===== config.mk =====
export PLATFORM = sky130hd
export DESIGN_NAME = cse_cfg_regs
export DESIGN_NICKNAME = d
export VERILOG_FILES = /design/src/rtl/cse_pkg.sv /design/src/rtl/cse_cfg_regs.sv
export SDC_FILE = /design/constraint.sdc
export NUM_CORES = 1
export LEC_CHECK = 0
export ABC_AREA = 1
export BUFFER_PORTS_ARGS = -buffer_cell sky130_fd_sc_hd__buf_2
export CAP_MARGIN = 5
export CORE_UTILIZATION = 30
export CTS_CLUSTER_SIZE = 8
export DETAILED_ROUTE_END_ITERATION = 8
export GPL_ROUTABILITY_DRIVEN = 0
export PLACE_DENSITY = 0.58
export SYNTH_ARGS = -nofsm -noshare
export SYNTH_HDL_FRONTEND = slang
export SYNTH_SLANG_ARGS = --single-unit

===== constraint.sdc =====
create_clock -name clk -period 1.25 [get_ports clk]
set_input_delay 0.125 -clock clk [delete_from_list [all_inputs] [get_ports clk]]
set_output_delay 0.125 -clock clk [all_outputs]
set_load 0.005 [all_outputs]

===== src/rtl/cse_pkg.sv =====
// Shared types and constants for the CAN signal extract and scale block.
// Holds the input and result word layouts, the configuration set and register indexes.
// Used by every module of the block and by its checker.
`default_nettype none

package cse_pkg;

	localparam int CFG_IDX_W  = 3;
	localparam int CFG_DATA_W = 32;

	localparam logic [CFG_IDX_W-1:0] CFG_START_BIT       = 3'd0;
	localparam logic [CFG_IDX_W-1:0] CFG_BIT_COUNT       = 3'd1;
	localparam logic [CFG_IDX_W-1:0] CFG_INTEL_ORDER     = 3'd2;
	localparam logic [CFG_IDX_W-1:0] CFG_SIGNED_FIELD    = 3'd3;
	localparam logic [CFG_IDX_W-1:0] CFG_UNWRAP_ENABLE   = 3'd4;
	localparam logic [CFG_IDX_W-1:0] CFG_SCALE_NUMERATOR = 3'd5;
	localparam logic [CFG_IDX_W-1:0] CFG_SCALE_OFFSET    = 3'd6;
	localparam logic [CFG_IDX_W-1:0] CFG_DECIMAL_PLACES  = 3'd7;

	localparam logic [3:0]  MAX_BYTES       = 4'd8;
	localparam logic [6:0]  MAX_BITS        = 7'd64;
	localparam logic [6:0]  MAX_UNWRAP_BITS = 7'd32;
	localparam logic [7:0]  WORD_BITS       = 8'd64;
	localparam logic [63:0] ALL_ONES        = 64'hFFFF_FFFF_FFFF_FFFF;

	typedef struct packed {
		logic        action;
		logic [63:0] frame_data;
		logic [3:0]  frame_length;
	} in_word_t;

	typedef struct packed {
		logic               in_range;
		logic signed [63:0] raw_value;
		logic signed [63:0] scaled_value;
	} out_word_t;

	typedef struct packed {
		logic [5:0]         start_bit;
		logic [6:0]         bit_count;
		logic               intel_order;
		logic               signed_field;
		logic               unwrap_enable;
		logic signed [31:0] scale_numerator;
		logic signed [31:0] scale_offset;
	} cfg_t;

	typedef struct packed {
		logic        in_range;
		logic [63:0] raw;
	} dec_t;

	typedef struct packed {
		logic s3;
		logic s4;
	} stage_en_t;

endpackage

`default_nettype wire


===== src/rtl/cse_cfg_regs.sv =====
// Configuration register file of the CAN signal extract and scale block.
// Depends on cse_pkg for the register indexes and the cfg_t layout.
`default_nettype none

module cse_cfg_regs (
	input  logic                           clk,
	input  logic                           arst_n,
	input  logic                           cfg_write,
	input  logic [cse_pkg::CFG_IDX_W-1:0]  cfg_index,
	input  logic [cse_pkg::CFG_DATA_W-1:0] cfg_data,
	output cse_pkg::cfg_t                  cfg
);
	import cse_pkg::*;

	cfg_t cfg_q;

	always_ff @(posedge clk or negedge arst_n) begin
		if (!arst_n) begin
			cfg_q.start_bit       <= 6'd0;
			cfg_q.bit_count       <= 7'd8;
			cfg_q.intel_order     <= 1'b1;
			cfg_q.signed_field    <= 1'b0;
			cfg_q.unwrap_enable   <= 1'b0;
			cfg_q.scale_numerator <= 32'sd1;
			cfg_q.scale_offset    <= 32'sd0;
		end else if (cfg_write) begin
			unique case (cfg_index)
				CFG_START_BIT:       cfg_q.start_bit       <= cfg_data[5:0];
				CFG_BIT_COUNT:       cfg_q.bit_count       <= cfg_data[6:0];
				CFG_INTEL_ORDER:     cfg_q.intel_order     <= cfg_data[0];
				CFG_SIGNED_FIELD:    cfg_q.signed_field    <= cfg_data[0];
				CFG_UNWRAP_ENABLE:   cfg_q.unwrap_enable   <= cfg_data[0];
				CFG_SCALE_NUMERATOR: cfg_q.scale_numerator <= $signed(cfg_data);
				CFG_SCALE_OFFSET:    cfg_q.scale_offset    <= $signed(cfg_data);
				// The power of ten only qualifies the result; no logic depends on it.
				CFG_DECIMAL_PLACES:  cfg_q <= cfg_q;
				default:             cfg_q <= cfg_q;
			endcase
		end
	end

	assign cfg = cfg_q;

endmodule

`default_nettype wire


; ---- Word level (Yosys, flattened, before mapping)
; Cells that the tools add are included.
[word_totals]
output_inout_bits = 80
ff_bits = 80
word_cells = 21
inputBits = 38
[op_classes]
reduce_logical = 8
n_eq_ne = 6
[ops]
columns = cell, n
row1 = $reduce_and 2->1, 7
row2 = $eq 3x3->1 const B, 3
row3 = $eq 3x2->1 const B, 2
row4 = $eq 3x1->1 const B, 1
row5 = $logic_not 3->1, 1

; ---- Logic depth before layout (Yosys ltp)
[logic_depth]
depth_word = 2
ltp_mapped = 6
mapped_depth_nobuf = 5

; ---- Least setup slack after synthesis
; OpenSTA, ideal clock, no wires.
[synth_timing]
path_type = input to register
startpoint = in cfg_index[2] in the netlist's numbering
endpoint = reg cfg_q, in the netlist cfg[10]
t_required_ns = 1.134
slack_ns = 0.392
n_path_buf = 1
arrival_time_ns = 0.742
cell_stages = 6
setup_time_ns = 0.116
path_cell_list = nand2_1 > inv_1 > nand2_2 > buf_6 > nand2_1 > nand2_1
[synth_via]
elab_chain_len = 2
[synth_lines]
columns = element, line_no
row1 = start: declaration, cse_cfg_regs.sv:9  ; input logic [cse_pkg::CFG_IDX_W-1:0] cfg_index,
row2 = $eq 3x3->1, cse_cfg_regs.sv:27  ; unique case (cfg_index)
row3 = $reduce_and 2->1 (no source line), n/a
row4 = end signal: assignment, cse_cfg_regs.sv:36  ; CFG_DECIMAL_PLACES: cfg_q <= cfg_q;
row5 = end signal: assignment, cse_cfg_regs.sv:37  ; default: cfg_q <= cfg_q;
row6 = end: declaration, cse_cfg_regs.sv:15  ; cfg_t cfg_q;
; Every way passes these cells.
; A chain may end at the register's enable or synchronous reset.

; ---- Final worst setup path
[layout_timing]
startpoint = reg cfg_q, in the netlist cfg[70]
endpoint = out cfg[70] in the netlist's numbering
[layout_lines]
columns = element, line_no
row1 = end: declaration, cse_cfg_regs.sv:11  ; output cse_pkg::cfg_t cfg
; No word-level cell between the ends.

==> results.yml <==
pwr:
  ir_drop_mv: 0.556
  p_leak_uw: 0.00252
  powerDensity_mw_per_mm2: 1500
worst_setup_path:
  crit_path_top_delay_cell: "dfstp_2"
  reg2regPathDepth: 2
  timing.rr.start: "cfg[32]"
  cp_top_family: "flip-flops"
  crit_chain: "buf_2"
  end_kind: "output port"
  crit_path_start_kind: "flip-flop"
  rr_endpoint: "cfg[32]"
  cp.arrival_ps: 1010
  crit_path_max_incr_delay_ps: 540
  critPathMaxFanout: 2
  path_buf_inv: 1
  cp.required_ps: 1120
  critical_path_class: "reg2out"
  reg2reg_slack_ps: 540
logic_synthesis:
  postSynthNetCount: 393
  synthTopCellsByArea: "dfrtp_1 (61%), nand2_1 (28%), buf_6 (2.8%), nand3_1 (2.5%), dfstp_2 (2.5%)"
  synth_top_family_by_area: "simple AND/OR/NAND/NOR gates"
  synth_area_mm2: 0.00317
  synth_area_leader_cell: "dfrtp_1"
  synth_xor_area_share_pct: 0
  synth_seq_cells: 80
  synth_compound_area_share_pct: 0
  yosys_warnings: 0
  synth_top_cell_area_share_pct: 60.8
  yosys.area_share.adder_pct: 0
  yosysSeqAreaShare_pct: 63.3
  postSynthCellCount: 355
  synthMuxAreaShare_pct: 0
  yosys.area_share.simple_pct: 32.2
  synth_cell_types: 13
  avgSynthCellArea_um2: 8.93
floorplanning:
  dieHeight_um: 105
  design.core.area_mm2: 0.0103
  io_pins: 118
  die_area_mm2: 0.0110
  initial_utilization_pct: 30.8
  core.rowCount: 37
  die_w_um: 105
global_routing:
  grt_pass1_wl_um: 13800
  overflow: 0
  antenna_found_initial: 0
  grt_usage_pct: 16.4
  grt_max_degree: 81
  grt_pass1_vias: 2738
cells_and_area:
  stdcell_area_mm2: 0.00437
  num_antenna_cells: 0
  largest_reg_flops: 80
  areaGrowthSynthToFinish_pct: 37.9
  fin_nets: 545
  regArea_mm2: 0.00201
  final_layout_size_suffix_gt1_share_pct: 30.3
  final_cells: 647
  nFillCells: 1066
  multi_input_area_mm2: 0.00102
hold_path:
  hold_end: "cfg[38]"
  hp-class: "in2reg"
  whs_path_depth: 3
  worstHoldStart: "cfg_data[6]"
detailed_routing:
  via_per_inst: 4.25
  drt_pass1_iterations: 4
  drc: 0
  num_vias: 2751
  post_drt_wl_per_cell_um: 12.9
  drtIter0Drc: 133
  routed_wl_um: 8350
  ant_nets: 0
timing:
  maxSlewHeadroom_pct: 69.8
  period_needed_ps: 1130
  fin_ws_ps: 116
  hold_viol: 0
  rsz0062_at_grt: "no"
  setup_viol: 0
  slew_violations: 0
  fmax_ghz: 0.882
  tightestPinTransition_ps: 454
  tns_ps: 0
  fin_skew_ps: 0
  period_share_pct: 90.7
  hold_ws_ps: 31.5
cts:
  cts.sinks: 80
  clkTransAtPathRegs_ps: 80
  cts_root_buffer: "clkbuf_8"
  clock_latency_ps: 360
  cts_setup_buffers: 0
  hold_buffers: 26
  cts_tree: "done"
  numCtsBuffers: 9
  cts_resized: 0
  ctsLongestPathBuffers: 2
  h-tree-depth: 3
place:
  post-place-cells: 606
  pre_cts_ws_ps: 76.1
  dpl-instance-area_mm2: 0.00392
  hpwl_um: 5670
  port_buffers: 117
run_status:
  status: "finished, final reports clean"
job:
  cap_violations: 0
-- per-layer routing --
| layer | track usage, % | part of all wire (%) |
|---|---|---|
| met2 | 25.7 | 47 |
| met3 | 3.93 | 4.3 |
| met4 | 6.94 | 1.8 |
| met1 | 21.5 | 47 |
| met5 | 0 | 0 |
-- logic make-up after synthesis --
logic type,count (synthesis)
buffers and inverters,18
and+or+nand+nor,257
DFF,80
-- area by class of cell --
type,count,area share (%)
Inverter,5,0.430
Sequential cell,80,45.9
Clock buffer,11,3.24
Multi-Input combinational cell,257,23.3
Tap cell,136,3.89
Timing Repair Buffer,154,22.2
Clock inverter,4,1.03
-- cell usage after synthesis, drive strengths merged --
cell type,count
nand2,235
buf,13
nor2,6
dfrtp,77
inv,5
nand3,16
dfstp,3
-- worst register-to-register path: stages (launching register included) --
cell     delay (ps)
dfstp_2         530
nand2_1          50
nand2_1          80
-- report_power, final --
group	total [uW]	switching (uW)	leakage (uW)	internal, uW
Sequential	3340	260	0.00100	3080
Combinational	1320	672	0.00142	651
Clock	1890	930	0.0000989	957
Total	6550	1860	0.00252	4690
-- through the flow --
step	power, uW	util [%]
final	6550	42.5
after global routing	6950	42.5
after CTS	6650	42.5
after detailed placement	4670	38.2
after global placement	4630	38.2
after floorplan	3880	-
-- layout by cell type, fill, tap and decap left out --
cell	n
nand2_1	233
buf_2	116
dfrtp_1	77
dlygate4sd3_1	26
nand3_1	16
clkbuf_8	10
buf_4	9
nor2_2	4
inv_1	3
dfstp_2	3
clkinv_2	3
buf_12	3
inv_2	2
nor2_4	2
nand2_4	1
nand2_2	1
clkbuf_1	1
bufinv_16	1
-- worst max path at each step --
stage / startpoint / to / slack (ps) / depth (start not counted)
5_1_grt: cfg[70] / cfg[70] / 80 / 1
6_report: cfg[70] / cfg[70] / 120 / 1
2_1_floorplan: cfg_index[2] / cfg[10] / 390 / 6
3_3_place_gp: cfg_index[2] / cfg[18] / 130 / 7
4_1_cts: cfg[70] / cfg[70] / 90 / 1
3_5_place_dp: cfg_index[2] / cfg[22] / 80 / 7
No activity file was read; power rests on OpenSTA's default activity.
