===== src/rtl/cse_pkg.sv =====
// Shared types and constants for the CAN signal extract and scale block.
// Holds the input and result word layouts, the configuration set and register indexes.
// Used by every module of the block and by its checker.
`default_nettype none

package cse_pkg;

	localparam int CFG_IDX_W  = 3;
	localparam int CFG_DATA_W = 32;

	localparam logic [CFG_IDX_W-1:0] CFG_START_BIT       = 3'd0;
	localparam logic [CFG_IDX_W-1:0] CFG_BIT_COUNT       = 3'd1;
	localparam logic [CFG_IDX_W-1:0] CFG_INTEL_ORDER     = 3'd2;
	localparam logic [CFG_IDX_W-1:0] CFG_SIGNED_FIELD    = 3'd3;
	localparam logic [CFG_IDX_W-1:0] CFG_UNWRAP_ENABLE   = 3'd4;
	localparam logic [CFG_IDX_W-1:0] CFG_SCALE_NUMERATOR = 3'd5;
	localparam logic [CFG_IDX_W-1:0] CFG_SCALE_OFFSET    = 3'd6;
	localparam logic [CFG_IDX_W-1:0] CFG_DECIMAL_PLACES  = 3'd7;

	localparam logic [3:0]  MAX_BYTES       = 4'd8;
	localparam logic [6:0]  MAX_BITS        = 7'd64;
	localparam logic [6:0]  MAX_UNWRAP_BITS = 7'd32;
	localparam logic [7:0]  WORD_BITS       = 8'd64;
	localparam logic [63:0] ALL_ONES        = 64'hFFFF_FFFF_FFFF_FFFF;

	typedef struct packed {
		logic        action;
		logic [63:0] frame_data;
		logic [3:0]  frame_length;
	} in_word_t;

	typedef struct packed {
		logic               in_range;
		logic signed [63:0] raw_value;
		logic signed [63:0] scaled_value;
	} out_word_t;

	typedef struct packed {
		logic [5:0]         start_bit;
		logic [6:0]         bit_count;
		logic               intel_order;
		logic               signed_field;
		logic               unwrap_enable;
		logic signed [31:0] scale_numerator;
		logic signed [31:0] scale_offset;
	} cfg_t;

	typedef struct packed {
		logic        in_range;
		logic [63:0] raw;
	} dec_t;

	typedef struct packed {
		logic s3;
		logic s4;
	} stage_en_t;

endpackage

`default_nettype wire


===== src/rtl/cse_scale.sv =====
// Two-stage scaling datapath: split 64x32 product, then sum with the offset.
// Depends on cse_pkg for the decode result, config and result word types.
`default_nettype none

module cse_scale (
	input  logic                clk,
	input  cse_pkg::stage_en_t  en,
	input  cse_pkg::dec_t       dec_s2,
	input  cse_pkg::cfg_t       cfg,
	output cse_pkg::out_word_t  result
);
	import cse_pkg::*;

	logic signed [64:0] p_lo;
	logic        [31:0] p_hi;

	logic        in_range_s3;
	logic [63:0] raw_s3;
	logic [63:0] p_lo_s3;
	logic [31:0] p_hi_s3;
	out_word_t   result_s4;
	logic [63:0] sum;

	// Only the low 32 bits of the upper partial product survive the 64-bit wrap.
	always_comb begin
		p_lo = $signed({1'b0, dec_s2.raw[31:0]}) * cfg.scale_numerator;
		p_hi = dec_s2.raw[63:32] * $unsigned(cfg.scale_numerator);
		sum  = p_lo_s3 + {p_hi_s3, 32'd0} +
		       {{32{cfg.scale_offset[31]}}, $unsigned(cfg.scale_offset)};
	end

	always_ff @(posedge clk) begin
		if (en.s3) begin
			in_range_s3 <= dec_s2.in_range;
			raw_s3      <= dec_s2.raw;
			p_lo_s3     <= p_lo[63:0];
			p_hi_s3     <= p_hi;
		end
		if (en.s4) begin
			result_s4.in_range     <= in_range_s3;
			result_s4.raw_value    <= $signed(raw_s3);
			result_s4.scaled_value <= in_range_s3 ? $signed(sum) : 64'sd0;
		end
	end

	assign result = result_s4;

endmodule

`default_nettype wire


===== config.mk =====
export PLATFORM = sky130hd
export DESIGN_NAME = cse_scale
export DESIGN_NICKNAME = d
export VERILOG_FILES = /design/src/rtl/cse_pkg.sv /design/src/rtl/cse_scale.sv
export SDC_FILE = /design/constraint.sdc
export NUM_CORES = 2
export LEC_CHECK = 0
export ABC_AREA = 1
export BUFFER_PORTS_ARGS = -buffer_cell sky130_fd_sc_hd__buf_2
export CORE_AREA = 2 2 439 441
export CTS_BUF_LIST = sky130_fd_sc_hd__clkbuf_8
export DETAILED_ROUTE_END_ITERATION = 8
export DIE_AREA = 0 0 441 443
export SLEW_MARGIN = 20
export SYNTH_ARGS = -nofsm -noshare
export SYNTH_HDL_FRONTEND = slang
export SYNTH_SLANG_ARGS = --single-unit
export TNS_END_PERCENT = 20

===== constraint.sdc =====
create_clock -name clk -period 6.2 [get_ports clk]
set_clock_uncertainty 0.05 [all_clocks]
set_input_delay 0.31 -clock clk [delete_from_list [all_inputs] [get_ports clk]]
set_output_delay 0.31 -clock clk [all_outputs]
set_load 0.005 [all_outputs]

* Word level (Yosys, flattened, before mapping)
Index checks and enable logic that the tools add are counted.
Storage, ports and cells: register bits 290, input bits 148, output and inout bits 129
Cells by class: add/sub/neg operators 2, multipliers 2
Operators by type and width (count):
- $add A64 B64 Y64 | 2
- $mul A33 B32 Y64 | 1
- $mul A32 B32 Y32 | 1

* Logic depth before layout (Yosys ltp)
depth after elaboration 2, depth in mapped cells 34, depth with buffers taken out 31

* Least setup slack after synthesis
No wires, ideal clock.
kind input port to flip-flop, start input port cfg[37] (netlist name), end register p_lo_s3[51] (data pin), library setup time 259 ps, data arrival time 6590 ps, data required time 5891 ps, setup slack -699 ps, cell stages on the path 29, buffers on the path 3, cells stage by stage clkbuf_1 -> clkbuf_1 -> clkbuf_1 -> nand2_1 -> fa_1 -> inv_1 -> fa_1 -> fa_1 -> inv_1 -> fa_1 -> inv_1 -> fa_1 -> fa_1 -> fa_1 -> inv_1 -> fa_1 -> inv_1 -> ha_1 -> nand2_1 -> nand2_1 -> a31oi_1 -> o21ai_0 -> a21oi_1 -> nand3_2 -> nand2_1 -> nand2_2 -> nand2_1 -> nand2_1 -> xor2_1
Between the ends: cells in the longest elaborated chain, start to end 1
Ends and longest elaborated chain:
- start, declared | RTL line cse_scale.sv:9 | input cse_pkg::cfg_t cfg,
- $mul A33 B32 Y64 | RTL line cse_scale.sv:26 | p_lo = $signed({1'b0, dec_s2.raw[31:0]}) * cfg.scale_numerator;
- via p_lo[51] | RTL line cse_scale.sv:14 | logic signed [64:0] p_lo;
- end signal, assigned | RTL line cse_scale.sv:36 | p_lo_s3 <= p_lo[63:0];
- end, declared | RTL line cse_scale.sv:19 | logic [63:0] p_lo_s3;
The timed path passes the listed nets, and every way through them passes these cells. A chain may end at the register's enable or synchronous reset.

* Worst setup path after layout
start input port cfg[38] (netlist name), end register p_lo_s3[49] (data pin)
The elaborated chain is that of the path after synthesis.

==> results.txt <==
first-pass GRT wire length = 340.5 mm
Synth async-reset ratio = 0
Starting Density = 0.3474
setup ws final = 0.005727 ns
WL met3 = 13.44 mm
clk_lat worst skew = 0.88 ns
crit path time final = 6.194 ns
Final period util = 0.9991
Final Setup Violations = 0
Cell variety after synth = 51
Max Used Layer = met5
HPWL after DPL = 191.7 mm
NumNets Final = 10,950
DRC errors left = 0
antenna-violating nets left = 0
Tightest Pin Transition = 0.8666 ns
DRT iter0 DRCs = 3,772
Post-Route M1 WL = 94.63 mm
Max FO, Critical Path = 8
CTS buffer count = 59
grt total ovfl = 0
max-cap violations = 0
final core occ = 0.4234
top_reg_cell synth = edfxtp_1
row count = 161
vias in the first global route = 57,440
unrepaired setup endpoints after global routing = yes
area taken by multi-input logic gates = 48,910 µm²
Met2 Wirelength = 107.0 mm
CTS root buf = clkbuf_8
clock sinks = 290
Seq/Total Area, Yosys = 0.1311
FILL cells = 18,980
I/O pin total = 277
Sequential Area = 8708 µm²
share of post-route cells with drive strength above 1 = 0.1767
Post-Synthesis Cells = 8,123
Die ar. = 195,400 µm²
status = complete, no violations
CTS tree = built
Relative slew margins = 0.4223
fmax = 161.4 MHz
CTS Buffer Depth = 3
critical path class = primary input to register
critical path startpoint category = primary input
Post-synth EDFFs = 290
H-tree depth = 2
first-pass iteration count of the detailed router = 8
core area = 191,200 µm²
syn_nets = 10,120
Final Hold Viols = 0
IO Port Bufs = 260
crit path DAT = 6.66 ns
Mapped Area = 66,410 µm²
hold_ws = 0.05665 ns
DR WL/cell = 19.57 µm
All-Layer GR Usage = 0.2298
r2r setup slk = 2.72 ns
DRT Wirelength = 225.8 mm
Area Growth Syn to Fin = 21.88%
Chip Height = 443 µm
Worst EP required = 6.67 ns
GPL Wtd Cong = 0.9628
initial antenna violation count = 12
Die W = 441 µm
routed vias/inst = 4.713
YS warnings = 0
flops & latches, synth = 290
endpoint type of the worst setup path = register
largest net degree at the start of global routing = 101
hold crit path type = primary input to register
Clock transition at path regs = 0.06 ns
pre-CTS setup slack = -1.220 ns
DR vias = 54,380
Final Slew Violations = 0
Avg Cell Area, Syn = 8.175 µm²
-- layout by cell type (no fill, tap or decap), types with 14 or more instances in the layout --
cell type / netlist / final
o21a_1: 25 / 23
o21ai_2: 5 / 19
buf_2: 28 / 215
nor2_4: 4 / 24
xnor2_1: 40 / 39
o21ai_0: 133 / 104
a31oi_1: 29 / 21
a21o_1: 23 / 23
ha_4: 0 / 43
nand4_1: 16 / 16
inv_1: 2461 / 2424
nand2_1: 2044 / 2000
nor3_1: 19 / 14
nor2_1: 314 / 270
o21bai_1: 22 / 18
inv_2: 5 / 55
ha_1: 508 / 462
nand3_1: 103 / 95
nand2_2: 16 / 46
buf_12: 0 / 96
a21oi_2: 8 / 48
dlygate4sd3_1: 0 / 45
o21ai_1: 12 / 27
buf_4: 0 / 648
fa_2: 0 / 83
buf_6: 1 / 62
edfxtp_1: 290 / 290
fa_1: 1337 / 1254
a21oi_1: 226 / 179
xor2_1: 64 / 59
nor2_2: 7 / 31
clkbuf_8: 0 / 60
-- cells by family (layout without fill, tap and decap cells) --
group | count (synthesis) | in the layout | share of synthesized area
simple gates | 2569 | 2569 | 0.1519
fa+ha+maj | 1845 | 1845 | 0.4988
flops | 290 | 290 | 0.1311
xor+xnor | 104 | 104 | 0.01372
other cells | 0 | 5 | 0
compound gates | 524 | 524 | 0.04605
buf+inv | 2791 | 3674 | 0.1584
-- path summary, 6_finish.rpt --
| kind | endpoint | cells after the start | start |
|---|---|---|---|
| worst max-delay path | p_lo_s3[49] | 25 | cfg[38] |
| worst min-delay path | raw_s3[29] | 2 | dec_s2[29] |
| worst max register to register | result[52] | 12 | p_lo_s3[51] |
| worst min register to register | result[67] | 0 | raw_s3[3] |
-- metal layers --
metal | GRT usage | vias up
li1 | - | 24990
met1 | 0.3050 | 27330
met2 | 0.3841 | 1693
met3 | 0.02661 | 352
met4 | 0.08457 | 14
met5 | 0 | -
-- synth_stat cells, types with 2 or more instances --
library cell / count / area (µm²)
a211oi_1: 6 / 45.04
a21boi_0: 5 / 37.54
a21boi_1: 6 / 45.04
a21boi_2: 2 / 22.52
a21o_1: 23 / 172.7
a21oi_1: 226 / 1131
a21oi_2: 8 / 70.07
a221oi_1: 2 / 17.52
a31oi_1: 29 / 181.4
and3_1: 12 / 75.07
buf_1: 60 / 225.2
buf_2: 28 / 140.1
clkbuf_1: 235 / 882.1
edfxtp_1: 290 / 8708
fa_1: 1337 / 26770
ha_1: 508 / 6356
inv_1: 2461 / 9238
inv_2: 5 / 18.77
nand2_1: 2044 / 7672
nand2_2: 16 / 100.1
nand3_1: 103 / 515.5
nand3_2: 5 / 50.05
nand3b_1: 6 / 45.04
nand4_1: 16 / 100.1
nor2_1: 314 / 1179
nor2_2: 7 / 43.79
nor2_4: 4 / 45.04
nor3_1: 19 / 95.09
nor4_1: 5 / 31.28
nor4_2: 2 / 25.02
o2111ai_1: 2 / 17.52
o211ai_1: 7 / 52.55
o21a_1: 25 / 187.7
o21ai_0: 133 / 665.6
o21ai_1: 12 / 60.06
o21ai_2: 5 / 43.79
o21bai_1: 22 / 165.2
o21bai_2: 3 / 33.78
o21bai_4: 2 / 37.54
o221ai_1: 3 / 26.28
or2_2: 13 / 81.33
xnor2_1: 40 / 350.3
xor2_1: 64 / 560.5
-- per-stage QoR --
step / TNS [ns] / area, µm² / cells
after floorplan: -2.680 / 67620 / 8123
after global placement: -57.47 / 76790 / 11330
after detailed placement: -61.06 / 76790 / 11330
after CTS: -0.0001954 / 78680 / 11480
after global routing: -2.707 / 80940 / 11540
final: 0 / 80940 / 11540
-- timing repair --
item                                    4_1_cts  5_1_grt
hold endpoints to repair                     49        1
endpoints found under the setup margin       36       60
setup buffers                                 1       35
gates resized for setup                      59      474
hold buffers                                 47        1
cloned                                        0       13
pin swaps                                     4      227
-- state kept, by name (all words and copies together), names as in the netlist --
| signal | cells |
|---|---|
| raw_s3 | 64 |
| in_range_s3 | 1 |
| result | 129 |
| p_lo_s3 | 64 |
| p_hi_s3 | 32 |
-- final cells by class --
type,count,area share
Multi-Input combinational cell,5042,0.6043
Timing Repair Buffer,1102,0.1192
Inverter,2466,0.1144
Sequential cell,290,0.1076
Tap cell,2526,0.03905
Clock buffer,59,0.01003
Clock inverter,47,0.005302
Antenna cell,5,0.0001546
-- worst max-delay path, cell delays in order --
cell and delay (ns):
buf_6 0.10, buf_12 0.15, clkbuf_16 0.17, nand2_1 0.07, inv_2 0.04, fa_1 0.54, fa_1 0.45, fa_2 0.64
inv_2 0.06, fa_1 0.55, inv_2 0.04, fa_1 0.50, fa_1 0.58, fa_2 0.45, fa_2 0.51, ha_4 0.33
nand2_4 0.07, buf_4 0.14, nor2_4 0.12, inv_2 0.06, nor4_4 0.27, nand4_1 0.17, nand3_2 0.14, a21oi_2 0.06
xnor2_1 0.11
Power is left out: the tool's default activity adds up to more than one toggle a clock period on the data nets, which glitch-free logic cannot reach.
